===== src/rtl/orb_pkg.sv =====
// package for the overwriting ring buffer: sizes, codes, result types
// and the pointer step function; no dependencies
package orb_pkg;

  // storage geometry
  localparam int unsigned DEPTH = 16;
  localparam int unsigned PtrW  = $clog2(DEPTH);
  localparam int unsigned CntW  = $clog2(DEPTH + 1);

  // field widths
  localparam int unsigned WordW = 32;
  localparam int unsigned ReqW  = 7;

  // command codes
  localparam logic CmdAppend = 1'b0;
  localparam logic CmdFetch  = 1'b1;

  typedef enum logic [1:0] {
    StIdle,
    StRead,
    StEmit
  } orb_state_e;

  typedef struct packed {
    logic signed [WordW-1:0] item_out;
    logic                    item_valid;
    logic                    last;
    logic [ReqW-1:0]         fetched_total;
    logic                    overwrote;
    logic                    now_empty;
  } orb_res_t;

  typedef struct packed {
    logic     load;
    orb_res_t res;
  } orb_load_t;

  // advance a ring pointer with wrap at the depth
  function automatic logic [PtrW-1:0] next_ptr(input logic [PtrW-1:0] p);
    logic [PtrW-1:0] r;
    if (p == PtrW'(DEPTH - 1)) r = '0;
    else                       r = p + PtrW'(1);
    return r;
  endfunction

endpackage


===== src/rtl/orb_in_if.sv =====
// input channel of the ring buffer: valid/ready word with command fields
// depends on orb_pkg
interface orb_in_if;
  import orb_pkg::*;

  logic                    valid;
  logic                    ready;
  logic                    cmd;
  logic signed [WordW-1:0] data_in;
  logic [ReqW-1:0]         request_count;

  modport source (output valid, cmd, data_in, request_count, input ready);
  modport sink   (input valid, cmd, data_in, request_count, output ready);
endinterface


===== src/rtl/orb_out_if.sv =====
// result channel of the ring buffer: valid/ready word with result fields
// depends on orb_pkg
interface orb_out_if;
  import orb_pkg::*;

  logic                    valid;
  logic                    ready;
  logic signed [WordW-1:0] item_out;
  logic                    item_valid;
  logic                    last;
  logic [ReqW-1:0]         fetched_total;
  logic                    overwrote;
  logic                    now_empty;

  modport source (output valid, item_out, item_valid, last, fetched_total, overwrote,
                  now_empty, input ready);
  modport sink   (input valid, item_out, item_valid, last, fetched_total, overwrote,
                  now_empty, output ready);
endinterface


===== src/rtl/overwriting_ring_buffer.sv =====
// overwriting ring buffer of signed words, oldest dropped when full
// append: the result register loads on acceptance; the next word is taken once
// it is free; fetch of n words: the accepting cycle, then per word a store read,
// registered in the single word store, and an emit that waits for a free result
// register; an empty run gives one result on acceptance; reset clears the pointers,
// the fill count and the result register valid but not the word store
module overwriting_ring_buffer (
  input  logic    clk_i,
  input  logic    rst_ni,
  orb_in_if.sink  in_i,
  orb_out_if.source out_o
);
  import orb_pkg::*;

  orb_load_t        load;
  orb_res_t         res_q;
  logic             out_valid_q;
  logic             out_free;
  logic             we;
  logic [PtrW-1:0]  waddr;
  logic [WordW-1:0] wdata;
  logic             re;
  logic [PtrW-1:0]  raddr;
  logic [WordW-1:0] rdata;

  assign out_free = !out_valid_q || out_o.ready;

  orb_ctrl u_ctrl (
    .clk_i      (clk_i),
    .rst_ni     (rst_ni),
    .in_i       (in_i),
    .out_free_i (out_free),
    .rdata_i    (rdata),
    .we_o       (we),
    .waddr_o    (waddr),
    .wdata_o    (wdata),
    .re_o       (re),
    .raddr_o    (raddr),
    .load_o     (load)
  );

  orb_ram #(
    .Width (WordW),
    .Depth (DEPTH)
  ) u_store (
    .clk_i   (clk_i),
    .we_i    (we),
    .waddr_i (waddr),
    .wdata_i (wdata),
    .re_i    (re),
    .raddr_i (raddr),
    .rdata_o (rdata)
  );

  // result register valid
  always_ff @(posedge clk_i or negedge rst_ni) begin
    if (!rst_ni) begin
      out_valid_q <= 1'b0;
    end else if (load.load) begin
      out_valid_q <= 1'b1;
    end else if (out_o.ready) begin
      out_valid_q <= 1'b0;
    end
  end

  // result register payload
  always_ff @(posedge clk_i) begin
    if (load.load) res_q <= load.res;
  end

  assign out_o.valid         = out_valid_q;
  assign out_o.item_out      = res_q.item_out;
  assign out_o.item_valid    = res_q.item_valid;
  assign out_o.last          = res_q.last;
  assign out_o.fetched_total = res_q.fetched_total;
  assign out_o.overwrote     = res_q.overwrote;
  assign out_o.now_empty     = res_q.now_empty;

endmodule


===== src/rtl/orb_ram.sv =====
// generic single-port-write, single-port-read ram with registered read
// no dependencies
module orb_ram #(
  parameter int unsigned Width = 32,
  parameter int unsigned Depth = 16
) (
  input  logic                     clk_i,
  input  logic                     we_i,
  input  logic [$clog2(Depth)-1:0] waddr_i,
  input  logic [Width-1:0]         wdata_i,
  input  logic                     re_i,
  input  logic [$clog2(Depth)-1:0] raddr_i,
  output logic [Width-1:0]         rdata_o
);

  logic [Width-1:0] mem_q [Depth];
  logic [Width-1:0] rdata_q;

  // write port
  always_ff @(posedge clk_i) begin
    if (we_i) mem_q[waddr_i] <= wdata_i;
  end

  // registered read, held while not enabled
  always_ff @(posedge clk_i) begin
    if (re_i) rdata_q <= mem_q[raddr_i];
  end

  assign rdata_o = rdata_q;

endmodule


===== src/rtl/orb_ctrl.sv =====
// sequencer of the ring buffer: pointers, fill count and fetch stepping
// depends on orb_pkg, orb_in_if; drives the word store ram ports
module orb_ctrl (
  input  logic                          clk_i,
  input  logic                          rst_ni,
  orb_in_if.sink                        in_i,
  input  logic                          out_free_i,
  input  logic [orb_pkg::WordW-1:0]     rdata_i,
  output logic                          we_o,
  output logic [orb_pkg::PtrW-1:0]      waddr_o,
  output logic [orb_pkg::WordW-1:0]     wdata_o,
  output logic                          re_o,
  output logic [orb_pkg::PtrW-1:0]      raddr_o,
  output orb_pkg::orb_load_t            load_o
);
  import orb_pkg::*;

  orb_state_e      state_q, state_d;
  logic [PtrW-1:0] rd_ptr_q, rd_ptr_d;
  logic [PtrW-1:0] wr_ptr_q, wr_ptr_d;
  logic [CntW-1:0] cnt_q, cnt_d;
  logic [CntW-1:0] rem_q, rem_d;
  logic [CntW-1:0] total_q, total_d;
  logic            accept;
  logic            full;
  logic [CntW-1:0] n_req;

  assign in_i.ready = (state_q == StIdle) && out_free_i;
  assign accept     = in_i.valid && in_i.ready;
  assign full       = (cnt_q == CntW'(DEPTH));

  // words this fetch will return: min(request, stored)
  assign n_req = (in_i.request_count < ReqW'(cnt_q)) ? CntW'(in_i.request_count) : cnt_q;

  // next state
  always_comb begin
    state_d = state_q;
    unique case (state_q)
      StIdle: if (accept && (in_i.cmd == CmdFetch) && (n_req != '0)) state_d = StRead;
      StRead: state_d = StEmit;
      StEmit: if (out_free_i) state_d = (rem_q == CntW'(1)) ? StIdle : StRead;
      default: state_d = StIdle;
    endcase
  end

  // datapath and outputs
  always_comb begin
    rd_ptr_d = rd_ptr_q;
    wr_ptr_d = wr_ptr_q;
    cnt_d    = cnt_q;
    rem_d    = rem_q;
    total_d  = total_q;
    we_o     = 1'b0;
    waddr_o  = wr_ptr_q;
    wdata_o  = in_i.data_in;
    re_o     = 1'b0;
    raddr_o  = rd_ptr_q;
    load_o   = '0;
    unique case (state_q)
      StIdle: begin
        if (accept) begin
          load_o.load     = 1'b1;
          load_o.res.last = 1'b1;
          if (in_i.cmd == CmdAppend) begin
            // store the word, dropping the oldest when full
            we_o     = 1'b1;
            wr_ptr_d = next_ptr(wr_ptr_q);
            if (full) begin
              rd_ptr_d             = next_ptr(rd_ptr_q);
              load_o.res.overwrote = 1'b1;
            end else begin
              cnt_d = cnt_q + CntW'(1);
            end
          end else begin
            // null result for an empty run, else start stepping
            load_o.load          = (n_req == '0);
            load_o.res.now_empty = (cnt_q == '0);
            rem_d                = n_req;
            total_d              = n_req;
          end
        end
      end
      StRead: begin
        re_o = 1'b1;
      end
      StEmit: begin
        if (out_free_i) begin
          load_o.load           = 1'b1;
          load_o.res.item_out   = rdata_i;
          load_o.res.item_valid = 1'b1;
          load_o.res.last       = (rem_q == CntW'(1));
          load_o.res.fetched_total = (rem_q == CntW'(1)) ? ReqW'(total_q) : '0;
          load_o.res.now_empty  = (cnt_q == CntW'(1));
          rd_ptr_d              = next_ptr(rd_ptr_q);
          cnt_d                 = cnt_q - CntW'(1);
          rem_d                 = rem_q - CntW'(1);
        end
      end
      default: ;
    endcase
  end

  // control registers
  always_ff @(posedge clk_i or negedge rst_ni) begin
    if (!rst_ni) begin
      state_q  <= StIdle;
      rd_ptr_q <= '0;
      wr_ptr_q <= '0;
      cnt_q    <= '0;
      rem_q    <= '0;
    end else begin
      state_q  <= state_d;
      rd_ptr_q <= rd_ptr_d;
      wr_ptr_q <= wr_ptr_d;
      cnt_q    <= cnt_d;
      rem_q    <= rem_d;
    end
  end

  // run length for the last word
  always_ff @(posedge clk_i) begin
    total_q <= total_d;
  end

endmodule

===== src/flat_wrapper.sv =====
// flat-port wrapper written by rule: the top's interface ports become plain ports
module overwriting_ring_buffer_flat import orb_pkg::*;
  (clk_i, rst_ni, in_i_valid, in_i_cmd, in_i_data_in, in_i_request_count, in_i_ready, out_o_valid, out_o_item_out, out_o_item_valid, out_o_last, out_o_fetched_total, out_o_overwrote, out_o_now_empty, out_o_ready);
  orb_in_if in_i_i ();
  orb_out_if out_o_i ();
  input  logic clk_i;
  input  logic rst_ni;
  input wire logic [$bits(in_i_i.valid)-1:0] in_i_valid;
  input wire logic [$bits(in_i_i.cmd)-1:0] in_i_cmd;
  input wire logic [$bits(in_i_i.data_in)-1:0] in_i_data_in;
  input wire logic [$bits(in_i_i.request_count)-1:0] in_i_request_count;
  output wire logic [$bits(in_i_i.ready)-1:0] in_i_ready;
  output wire logic [$bits(out_o_i.valid)-1:0] out_o_valid;
  output wire logic [$bits(out_o_i.item_out)-1:0] out_o_item_out;
  output wire logic [$bits(out_o_i.item_valid)-1:0] out_o_item_valid;
  output wire logic [$bits(out_o_i.last)-1:0] out_o_last;
  output wire logic [$bits(out_o_i.fetched_total)-1:0] out_o_fetched_total;
  output wire logic [$bits(out_o_i.overwrote)-1:0] out_o_overwrote;
  output wire logic [$bits(out_o_i.now_empty)-1:0] out_o_now_empty;
  input wire logic [$bits(out_o_i.ready)-1:0] out_o_ready;
  assign in_i_i.valid = in_i_valid;
  assign in_i_i.cmd = in_i_cmd;
  assign in_i_i.data_in = in_i_data_in;
  assign in_i_i.request_count = in_i_request_count;
  assign in_i_ready = in_i_i.ready;
  assign out_o_valid = out_o_i.valid;
  assign out_o_item_out = out_o_i.item_out;
  assign out_o_item_valid = out_o_i.item_valid;
  assign out_o_last = out_o_i.last;
  assign out_o_fetched_total = out_o_i.fetched_total;
  assign out_o_overwrote = out_o_i.overwrote;
  assign out_o_now_empty = out_o_i.now_empty;
  assign out_o_i.ready = out_o_ready;
  overwriting_ring_buffer u_core (.clk_i(clk_i), .rst_ni(rst_ni), .in_i(in_i_i), .out_o(out_o_i));
endmodule

===== config.mk =====
export PLATFORM = sky130hd
export DESIGN_NAME = overwriting_ring_buffer_flat
export DESIGN_NICKNAME = d
export VERILOG_FILES = /design/src/rtl/orb_pkg.sv /design/src/rtl/orb_in_if.sv /design/src/rtl/orb_out_if.sv /design/src/rtl/overwriting_ring_buffer.sv /design/src/rtl/orb_ram.sv /design/src/rtl/orb_ctrl.sv /design/src/flat_wrapper.sv
export SDC_FILE = /design/constraint.sdc
export NUM_CORES = 1
export LEC_CHECK = 0
export ABC_AREA = 1
export BUFFER_PORTS_ARGS = -buffer_cell sky130_fd_sc_hd__buf_2
export CAP_MARGIN = 30
export CORE_MARGIN = 2
export CORE_UTILIZATION = 55
export DETAILED_ROUTE_END_ITERATION = 8
export PLACE_DENSITY = 0.75
export RECOVER_POWER = 50
export SLEW_MARGIN = 10
export SYNTH_ARGS = -nofsm -noshare
export SYNTH_HDL_FRONTEND = slang
export SYNTH_SLANG_ARGS = --single-unit

===== constraint.sdc =====
create_clock -name clk_i -period 2.75 [get_ports clk_i]
set_clock_uncertainty 0.05 [all_clocks]
set_input_delay 0.1375 -clock clk_i [delete_from_list [all_inputs] [get_ports clk_i]]
set_output_delay 0.1375 -clock clk_i [all_outputs]
set_load 0.01 [all_outputs]

==> After elaboration in Yosys (flattened, before gate mapping) <==
Memories as Yosys holds them, arrays and structs flattened. A register that Yosys moved wholly into a read port is not among the register bits.
Cells that the tools add are included.
{ "word_totals": {"regBits": 69, "latchBits": 0, "ramBits": 512, "rom_bits": 0, "input_bits": 44, "out_inout_bits": 45, "elab_cells": 100, "mem_count": 1} }
{ "memory_table": {"columns": ["name", "words", "width", "rd", "rd_clocked_by_memory_dff", "wr", "line_no", "source"], "rows": [
  ["u_core.u_store.mem_q", 16, 32, 1, 1, 1, "orb_ram.sv:16", "logic [Width-1:0] mem_q [Depth];"]
]} }
{ "op_classes": {"n_addsub": 5, "multipliers": 0, "div_mod_pow": 0, "n_lt_le_gt_ge": 1, "eq_ne": 14, "n_shift": 0, "n_mux": 41, "n_bitwise": 3, "reduce_logical": 21} }
{ "ops": {"columns": ["op", "count"], "rows": [
  ["$mux W5", 9],
  ["$mux W42", 1],
  ["$mux W4", 6],
  ["$pmux W5 S2", 2],
  ["$mux W1", 16],
  ["$ne A2 B2 Y1 const B", 6],
  ["$eq A5 B1 Y1 const B", 2],
  ["$logic_not A5 Y1", 2],
  ["$reduce_and A5 Y1", 2],
  ["$sub A5 B1 Y5 const B", 2],
  ["$reduce_and A3 Y1", 3],
  ["$add A4 B1 Y4 const B", 2],
  ["$eq A4 B4 Y1 const B", 2],
  ["$pmux W4 S2", 1],
  ["$lt A7 B5 Y1", 1],
  ["$pmux W1 S2", 3],
  ["$pmux W2 S3", 1],
  ["$add A5 B1 Y5 const B", 1],
  ["$eq A5 B5 Y1 const B", 1],
  ["$reduce_bool A5 Y1", 1],
  ["$logic_and A1 B1 Y1", 4],
  ["$mux W2", 2],
  ["$reduce_and A2 Y1", 2],
  ["$reduce_and A4 Y1", 1],
  ["other kinds (9)", 12]
]} }

==> Longest topological paths before layout <==
Gate-level depths: netlist of the first run.
{ "logic_depth": {"word_depth": 8, "mapped_depth": 15, "depth_no_buf": 15} }

==> By module <==
From an unflattened synthesis of the first run, not the netlist that was laid out.
{ "hier_totals": {"cells_unflattened": 2487, "hier_area_um2": 26571.7} }
{ "by_module_without_submodules": {"columns": ["module", "n_inst", "cells_per_inst", "area_per_inst_um2", "seq_area_each_um2"], "rows": [
  ["orb_ram", 1, 2120, 23050.9, 16335.7],
  ["orb_ctrl", 1, 319, 2184.6, 650.6],
  ["overwriting_ring_buffer", 1, 48, 1336.3, 1316.3]
]} }

==> Worst setup path before layout of the first run <==
Ideal clock, no wire load.
{ "synth_timing": {"kind": "reg2reg", "startpoint": "register u_core.u_ctrl.state_q[1]", "endpoint": "memory u_core.u_store.mem_q[11][0] (enable)", "t_arrival_ns": 2.562, "slack_ns": -0.283, "path_stages_with_launch": 8, "path_buffers": 0, "period_less_slack_ns": 3.033, "cell_sequence": "dfrtp_1 nor2_1 inv_2 nor2_4 nand2_4 nor2_8 nand2_1 nor2_1"} }
{ "synth_via": {"elab_chain_cells": 7} }
{ "synth_lines": {"columns": ["element", "line_no", "source"], "rows": [
  ["from (decl)", "orb_ctrl.sv:18", "orb_state_e state_q, state_d;"],
  ["from (signal assigned)", "orb_ctrl.sv:106", "state_q <= StIdle;"],
  ["from (signal assigned)", "orb_ctrl.sv:112", "state_q <= state_d;"],
  ["$logic_not A2 Y1", "orb_ctrl.sv:28", "assign in_i.ready = (state_q == StIdle) && out_free_i;"],
  ["$logic_and A1 B1 Y1", "orb_ctrl.sv:28", null],
  ["net in_i_ready", "flat_wrapper.sv:12", "output wire logic [$bits(in_i_i.ready)-1:0] in_i_ready;"],
  ["$logic_and A1 B1 Y1", "orb_ctrl.sv:29", "assign accept = in_i.valid && in_i.ready;"],
  ["$mux W1", "orb_ctrl.sv:61", "if (accept) begin"],
  ["$mux W1", "orb_ctrl.sv:59", "unique case (state_q)"],
  ["$mux W1", "orb_ram.sv:21", "if (we_i) mem_q[waddr_i] <= wdata_i;"],
  ["$mux W1 (implied by the code)", "orb_ram.sv:21", null],
  ["to (decl)", "orb_ram.sv:16", null]
]} }
The timed path passes the listed nets, and every way through them passes these cells.

==> results of run 1 <==
state kept, by name, summed over array words and instances, names as in the netlist, 2 cells and up:
signal,flops
u_core.out_o.fetched_total,5
u_core.out_o.item_out,32
u_core.u_ctrl.cnt_q,5
u_core.u_ctrl.raddr_o,4
u_core.u_ctrl.rem_q,5
u_core.u_ctrl.state_q,2
u_core.u_ctrl.total_q,5
u_core.u_ctrl.waddr_o,4
u_core.u_store.mem_q,512
u_core.u_store.rdata_o,32
through the flow:
stage	TNS, ns	utilization, %	total power [mW]
after floorplan	-27.15	-	16.8
after global placement	0	58.9	19.1
after detailed placement	0	59.0	19.4
after CTS	0	64.5	27.5
after global routing	0	64.2	28.7
final	0	64.2	27.4
power groups by stage:
stage          Combinational, mW  Sequential, mW  Clock [mW]
6_report                    7.55            11.8        8.07
4_1_cts                     7.59            11.8        8.17
5_1_grt                     8.33            11.9        8.53
3_5_place_dp                7.47            12.0           0
3_3_place_gp                7.21            11.9           0
2_1_floorplan               4.87            11.9           0
layer usage:
| metal | GRT usage [%] | vias to the layer above | wire [um] |
|---|---|---|---|
| met2 | 39.9 | 736 | 26500 |
| met4 | 10.4 | 2 | 1830 |
| met3 | 4.68 | 139 | 4820 |
| li1 | - | 6755 | - |
| met5 | 0 | - | 13 |
| met1 | 34.2 | 7392 | 22500 |
final cells by class:
class                   count  share of cell area (%)
multi-input cells         971                    18.1
inverters                  71                   0.989
clock inverters            41                    1.50
repair buffers            182                    5.01
clock buffers              68                    5.55
well taps                 585                    2.65
flip-flops and latches    611                    66.2
Yosys cell counts, drive strengths merged:
| library cell | count | area, um^2 |
|---|---|---|
| a21o | 1 | 7.51 |
| a21oi | 6 | 33.8 |
| buf | 40 | 225 |
| clkbuf | 66 | 248 |
| clkinv | 2 | 7.51 |
| conb | 1 | 3.75 |
| dfrtp | 21 | 526 |
| edfxtp | 590 | 17700 |
| ha | 15 | 188 |
| inv | 69 | 259 |
| nand2 | 111 | 432 |
| nand3 | 63 | 315 |
| nand3b | 1 | 7.51 |
| nor2 | 331 | 1300 |
| nor3 | 5 | 25.0 |
| nor4 | 2 | 12.5 |
| o211ai | 17 | 128 |
| o21ai | 272 | 1380 |
| o21bai | 2 | 26.3 |
| o221ai | 47 | 412 |
| o22ai | 84 | 526 |
| o31ai | 1 | 7.51 |
| or2 | 1 | 6.26 |
| or3 | 1 | 6.26 |
| xor2 | 9 | 78.8 |
kinds of logic (layout without fill, tap and decap cells):
family,count (synthesis),count (layout)
flip-flops,611,611
AND/OR/NAND/NOR,515,515
AO/OA/AOI/OAI,430,430
buffers and inverters,177,362
adder cells (fa/ha/maj),15,15
XOR/XNOR,9,9
other,1,2
worst max path at each step:
| stage | from | to | slack (ns) | depth (start not counted) |
|---|---|---|---|---|
| floorplan | u_core.u_ctrl.state_q[1]$_DFFE_PN0P_ | u_core.u_store.mem_q[11][0]$_DFFE_PP_ | -0.28 | 7 |
| global placement | u_core.u_ctrl.cnt_q[2]$_DFFE_PN0P_ | u_core.out_o.item_out[4]$_SDFFCE_PN0P_ | 0.30 | 15 |
| detailed placement | u_core.u_ctrl.cnt_q[2]$_DFFE_PN0P_ | u_core.out_o.item_out[4]$_SDFFCE_PN0P_ | 0.24 | 12 |
| CTS | u_core.u_ctrl.cnt_q[2]$_DFFE_PN0P_ | u_core.out_o.item_out[9]$_SDFFCE_PN0P_ | 0.22 | 12 |
| global route | u_core.u_ctrl.cnt_q[2]$_DFFE_PN0P_ | u_core.out_o.item_out[22]$_SDFFCE_PN0P_ | 0.02 | 15 |
| finish | u_core.u_ctrl.cnt_q[2]$_DFFE_PN0P_ | u_core.out_o.item_out[22]$_SDFFCE_PN0P_ | 0.21 | 12 |
worst register-to-register path, delay by kind of cell, from the launching register on:
| family | cells | cell delay, ns |
|---|---|---|
| buffers and inverters | 2 | 0.35 |
| adders and majority gates | 1 | 0.31 |
| and+or+nand+nor | 8 | 0.90 |
| DFF | 1 | 0.46 |
| AOI/OAI and AO/OA | 1 | 0.13 |
what timing repair did:
item / in CTS / in global routing
setup endpoints to repair: 0 / 0
hold buffers: 41 / 0
hold endpoints to repair: 551 / 0
setup buffers: 0 / 0
==> summary.md, run 1 <==
| Metric | Value |
|---|---|
| Status | `finished clean` |
| Non-filler cells, final | `2529` |
| Per-cell routed wire length | `22.0 um` |
| Synth Cell Area | `23900 um^2` |
| Hold_sp | `in_i_request_count[5]` |
| Worst r2r src | `u_core.u_ctrl.cnt_q[2]$_DFFE_PN0P_` |
| Ant. Diodes | `0` |
| CP max FO | `28` |
| Commonest non-fill, non-tap cell in the layout | `edfxtp_1` |
| Root buffer cell | `clkbuf_16` |
| Die Ht | `212 um` |
| Antenna-violating nets left | `0` |
| PnR worst setup slack | `0.211 ns` |
| CP Class | `reg2reg` |
| Floorplan Core Area | `43000 um^2` |
| First-pass GRT wire length | `84200 um` |
| Max Buffers Root-to-Sink | `3` |
| Min Clock Period, post-route | `2.54 ns` |
| Clk_lat worst skew | `0.60 ns` |
| Main combinational cell family by area after synthesis | `compound AO/OA/AOI/OAI gates` |
| Vias in the first global route | `14773` |
| Crit path DAT | `2.78 ns` |
| Compound-gate portion of the synthesized area | `10.6%` |
| Internal power | `18.3 mW` |
| Clock network fraction of design power | `29.5%` |
| Maximum vdd ir drop | `0.923 mV` |
| R2R depth | `12` |
| Top delay family on crit path | `simple AND/OR/NAND/NOR gates` |
| HP Class | `in2reg` |
| Reg area | `18300 um^2` |
| Final Hold Vio Count | `0` |
| Initial antenna violation count | `1` |
| Least-Margin Pin Slew | `1.31 ns` |
| Number of port buffers | `86` |
| Worst Hold Path EP | `u_core.u_ctrl.total_q[0]$_DFFE_PP_` |
| Initial core utilization | `55.5%` |
| Post-DP HPWL | `30900 um` |
| Worst path most repeated cell | `nand2_1` |
| Mux contribution to synthesized area | `0%` |
| Grt ovf | `0` |
| #FFs+latches synth | `611` |
| Max incr delay on CP | `0.46 ns` |
| Post-CTS Resized | `0` |
| Adder-cell area share of the yosys netlist | `0.786%` |
| Synth Instances | `1758` |
| Crit share post-route | `92.3%` |
| Simple-Gate Fraction of Synth Area | `8.81%` |
| Critical Path RT | `2.99 ns` |
| Max-Slew Margin vs Limit | `12.9%` |
| DRC | `0` |
| Sw frac | `33.1%` |
| Dpl cells | `2379` |
| Worst setup EP type | `flop` |
| R2r setup slk | `0.21 ns` |
| Fmax | `0.394 GHz` |
| Synthesized area per cell | `13.6 um^2` |
| Leakage power | `9.24 nW` |
| Cts bufs inserted | `58` |
| Layout fillers | `3084` |
| Post-Place Setup Slack | `0.241 ns` |
| Total track usage | `25.0%` |
| Pre-antenna DRT Iters | `5` |
| Sink Count | `611` |
| Reg2reg end | `u_core.out_o.item_out[22]$_SDFFCE_PN0P_` |
| Via density | `5.94` |
| RSZ-0062 raised after global routing | `no` |
| Die W | `212 um` |
| Largest net degree at the start of global routing | `130` |
| NetSw | `9.07 mW` |
| Final hold slack | `0.136 ns` |
| TritonCTS clock tree | `done` |
| Final net count | `1954` |
| Routability Congestion | `0.855` |
| Slew Limit Fails | `0` |
| Final setup fails | `0` |
| Num rows | `76` |
| Yosys cell types | `39` |
| Clock-pin slew on the worst setup and hold paths | `0.06 ns` |
| Sequential fraction of design power | `43.0%` |
| Io pins | `89` |
| Max-Cap Viols | `0` |
| WHS Path Cells | `6` |
| Worst path bufs/invs | `2` |
| Critical-path cell list | `inv_1 -> ha_1 -> a21oi_1 -> nand2_1 -> nand2_1 -> nand2_2 -> nand2_1 -> nand2_1 -> nor2_1 -> nand3_1 -> nand2_2 -> buf_12` |
| Area of the multi-input gates | `5000 um^2` |
| Final wirelength | `55700 um` |
| Cell area after layout | `27600 um^2` |
| Via count | `15024` |
| Power density cells | `994 nW/um^2` |
| Seq/Total Area, Yosys | `76.4%` |
| Synth Area in XOR/XNOR | `0.330%` |
| Commonest cells after routing, fill and taps aside | `edfxtp_1, nor2_1, o21ai_0, nand2_1, o22ai_1` |
| Share of cells above drive strength 1 | `10.3%` |
| Placed cell area | `25400 um^2` |
| Startpoint class of the critical path | `flop` |
| Die ar. | `45100 um^2` |
| Combinational share of power | `27.5%` |
| Area growth, synth to finish | `15.5%` |
| Synth warnings | `0` |
| 1st-iter DRT viols | `1601` |
| Crit-path slowest cell | `dfrtp_1` |
| H-tree Lvls | `2` |
No activity file was read; power rests on OpenSTA's default activity.
==> run 2: changes to the inputs <==
CORE_ASPECT_RATIO = 0.8   (was unset)
==> run 2 against run 1 <==
Effect of this change: sequential power about the same; sequential share of layout area increased by 0.66 points; non-clock buffer count increased by 4; largest cell class unchanged; critical path depth decreased by 4; sequential cell count unchanged; combinational power increased by 2%; first-iteration DRC count increased by 15%; register-to-register slack about the same.
==> summary.md, run 2 (synthesis gave the netlist of run 1 again) <==
| Metric | Value |
|---|---|
| HP Class | `in2reg` |
| Io pins | `89` |
| Startpoint class of the critical path | `flop` |
| Worst setup EP type | `flop` |
| First-pass GRT wire length | `86300 um` |
| Total track usage | `25.1%` |
| RSZ-0062 raised after global routing | `no` |
| Max Buffers Root-to-Sink | `3` |
| Clk_lat worst skew | `0.59 ns` |
| Critical-path cell list | `nor2_1 -> inv_1 -> nor2_1 -> nand2_1 -> nor2_8 -> nand2_1 -> nor2_4 -> buf_12` |
| Largest Register | `u_core.u_store.mem_q` |
| Routability Congestion | `0.888` |
| Initial core utilization | `55.6%` |
| Via count | `15203` |
| Crit-path slowest cell | `dfrtp_1` |
| Via density | `6.08` |
| Maximum vdd ir drop | `0.861 mV` |
| Fmax | `0.395 GHz` |
| Floorplan Core Area | `43000 um^2` |
| Final Hold Vio Count | `0` |
| Share of cells above drive strength 1 | `9.49%` |
| CP max FO | `13` |
| Final wirelength | `57000 um` |
| H-tree Lvls | `2` |
| Die Ht | `190 um` |
| Num rows | `68` |
| Setup_tns | `0 ns` |
| Grt ovf | `0` |
| Largest net degree at the start of global routing | `207` |
| Area growth, synth to finish | `14.4%` |
| Vias in the first global route | `14794` |
| Status | `finished clean` |
| Initial antenna violation count | `2` |
| Critical Path RT | `2.99 ns` |
| Antenna-violating nets left | `0` |
| Max-Slew Margin vs Limit | `16.3%` |
| Max reg flops | `512` |
| Power density cells | `983 nW/um^2` |
| Root buffer cell | `clkbuf_16` |
| Final setup fails | `0` |
| Sink Count | `611` |
| Die ar. | `45100 um^2` |
| TritonCTS clock tree | `done` |
| Per-cell routed wire length | `22.8 um` |
| 1st-iter DRT viols | `1842` |
| Layout fillers | `3078` |
| Least-Margin Pin Slew | `1.26 ns` |
| Final net count | `1955` |
| Die W | `237 um` |
| Top delay family on crit path | `simple AND/OR/NAND/NOR gates` |
| Final Util | `63.6%` |
| Commonest non-fill, non-tap cell in the layout | `edfxtp_1` |
| Slew Limit Fails | `0` |
| Worst path bufs/invs | `2` |
| CP Class | `reg2reg` |
| DRC | `0` |
| Cts bufs inserted | `55` |
| Max incr delay on CP | `0.43 ns` |
| Min Clock Period, post-route | `2.53 ns` |
| Crit path DAT | `2.77 ns` |
| Leakage power | `9.12 nW` |
| Max-Cap Viols | `0` |
| Post-DP HPWL | `32600 um` |
| Post-CTS Setup Inserts | `0` |
| Pre-antenna DRT Iters | `5` |
| Number of port buffers | `86` |
| Clock-pin slew on the worst setup and hold paths | `0.06 ns` |
| Crit share post-route | `92.0%` |
| Commonest cells after routing, fill and taps aside | `edfxtp_1, nor2_1, o21ai_0, nand2_1, clkbuf_1` |
[run 2: cell types whose count changed in the layout (fill, tap and decap cells not counted), sizes merged]
cell	delta
inv	-2
buf	+2
bufinv	-5
clkbuf	+13
clkinv	-14
diode	+1
[run 2: final cells by class]
class	count	area, um^2	area share (%)
multi-input cells	971	4980	18.2
inverters	71	273	0.999
clock inverters	20	180	0.660
diodes	1	2.50	0.00916
well taps	560	701	2.57
clock buffers	79	1540	5.64
repair buffers	186	1380	5.06
flip-flops and latches	611	18300	66.8
[run 2: worst reg2reg max path, cell delays in order, from the launching register on]
cell and delay, ns:
dfrtp_1 0.43, nor2_1 0.18, inv_1 0.08, nor2_1 0.15, nand2_1 0.22, nor2_8 0.20, nand2_1 0.27, nor2_4 0.43
buf_12 0.21
[run 2: final timing paths]
| check | start | endpoint | slack (ns) | cells after the start |
|---|---|---|---|---|
| max | u_core.u_ctrl.state_q[1]$_DFFE_PN0P_ | u_core.u_store.mem_q[13][21]$_DFFE_PP_ | 0.22 | 8 |
| max reg2reg | u_core.u_ctrl.state_q[1]$_DFFE_PN0P_ | u_core.u_store.mem_q[13][21]$_DFFE_PP_ | 0.22 | 8 |
| min reg2reg | u_core.u_ctrl.raddr_o[3]$_DFFE_PN0P_ | u_core.u_ctrl.raddr_o[3]$_DFFE_PN0P_ | 0.48 | 1 |
| min in group asynchronous | rst_ni | u_core.u_ctrl.rem_q[0]$_DFFE_PN0P_ | 0.30 | 2 |
| max in group asynchronous | rst_ni | u_core.u_ctrl.raddr_o[0]$_DFFE_PN0P_ | 1.46 | 2 |
| min | in_i_request_count[6] | u_core.u_ctrl.total_q[4]$_DFFE_PP_ | 0.15 | 5 |
[run 2: what timing repair did]
action,in CTS,in global routing
gates resized for setup,0,2
endpoints found under the hold margin,549,0
setup endpoints to repair,0,25
hold buffers,41,0
[run 2: per-stage QoR]
stage	worst slack (ns)	instances	total power, mW	hold slack (ns)	instance area [um^2]
5_1_grt	0.0538	2499	28.0	0.194	27300
3_5_place_dp	0.140	2358	19.6	0.0977	25300
3_3_place_gp	0.217	2357	19.4	0.0965	25300
2_1_floorplan	-0.283	1759	16.8	-0.208	23900
6_report	0.221	2499	26.8	0.155	27300
4_1_cts	0.129	2498	27.0	0.0138	27500
[run 2: power breakdown]
part / total (mW) / internal (mW) / switching, mW / leakage, nW
registers: 11.7 / 11.3 / 0.394 / 5.59
clock network: 7.40 / 4.16 / 3.24 / 0.831
logic: 7.71 / 2.28 / 5.43 / 2.69
total: 26.8 / 17.8 / 9.06 / 9.12
[run 2: metal layers]
layer | wire (um) | track usage, %
met5 | 11 | 0
met4 | 1430 | 7.47
met3 | 4730 | 3.84
met2 | 26500 | 39.5
met1 | 24300 | 36.9
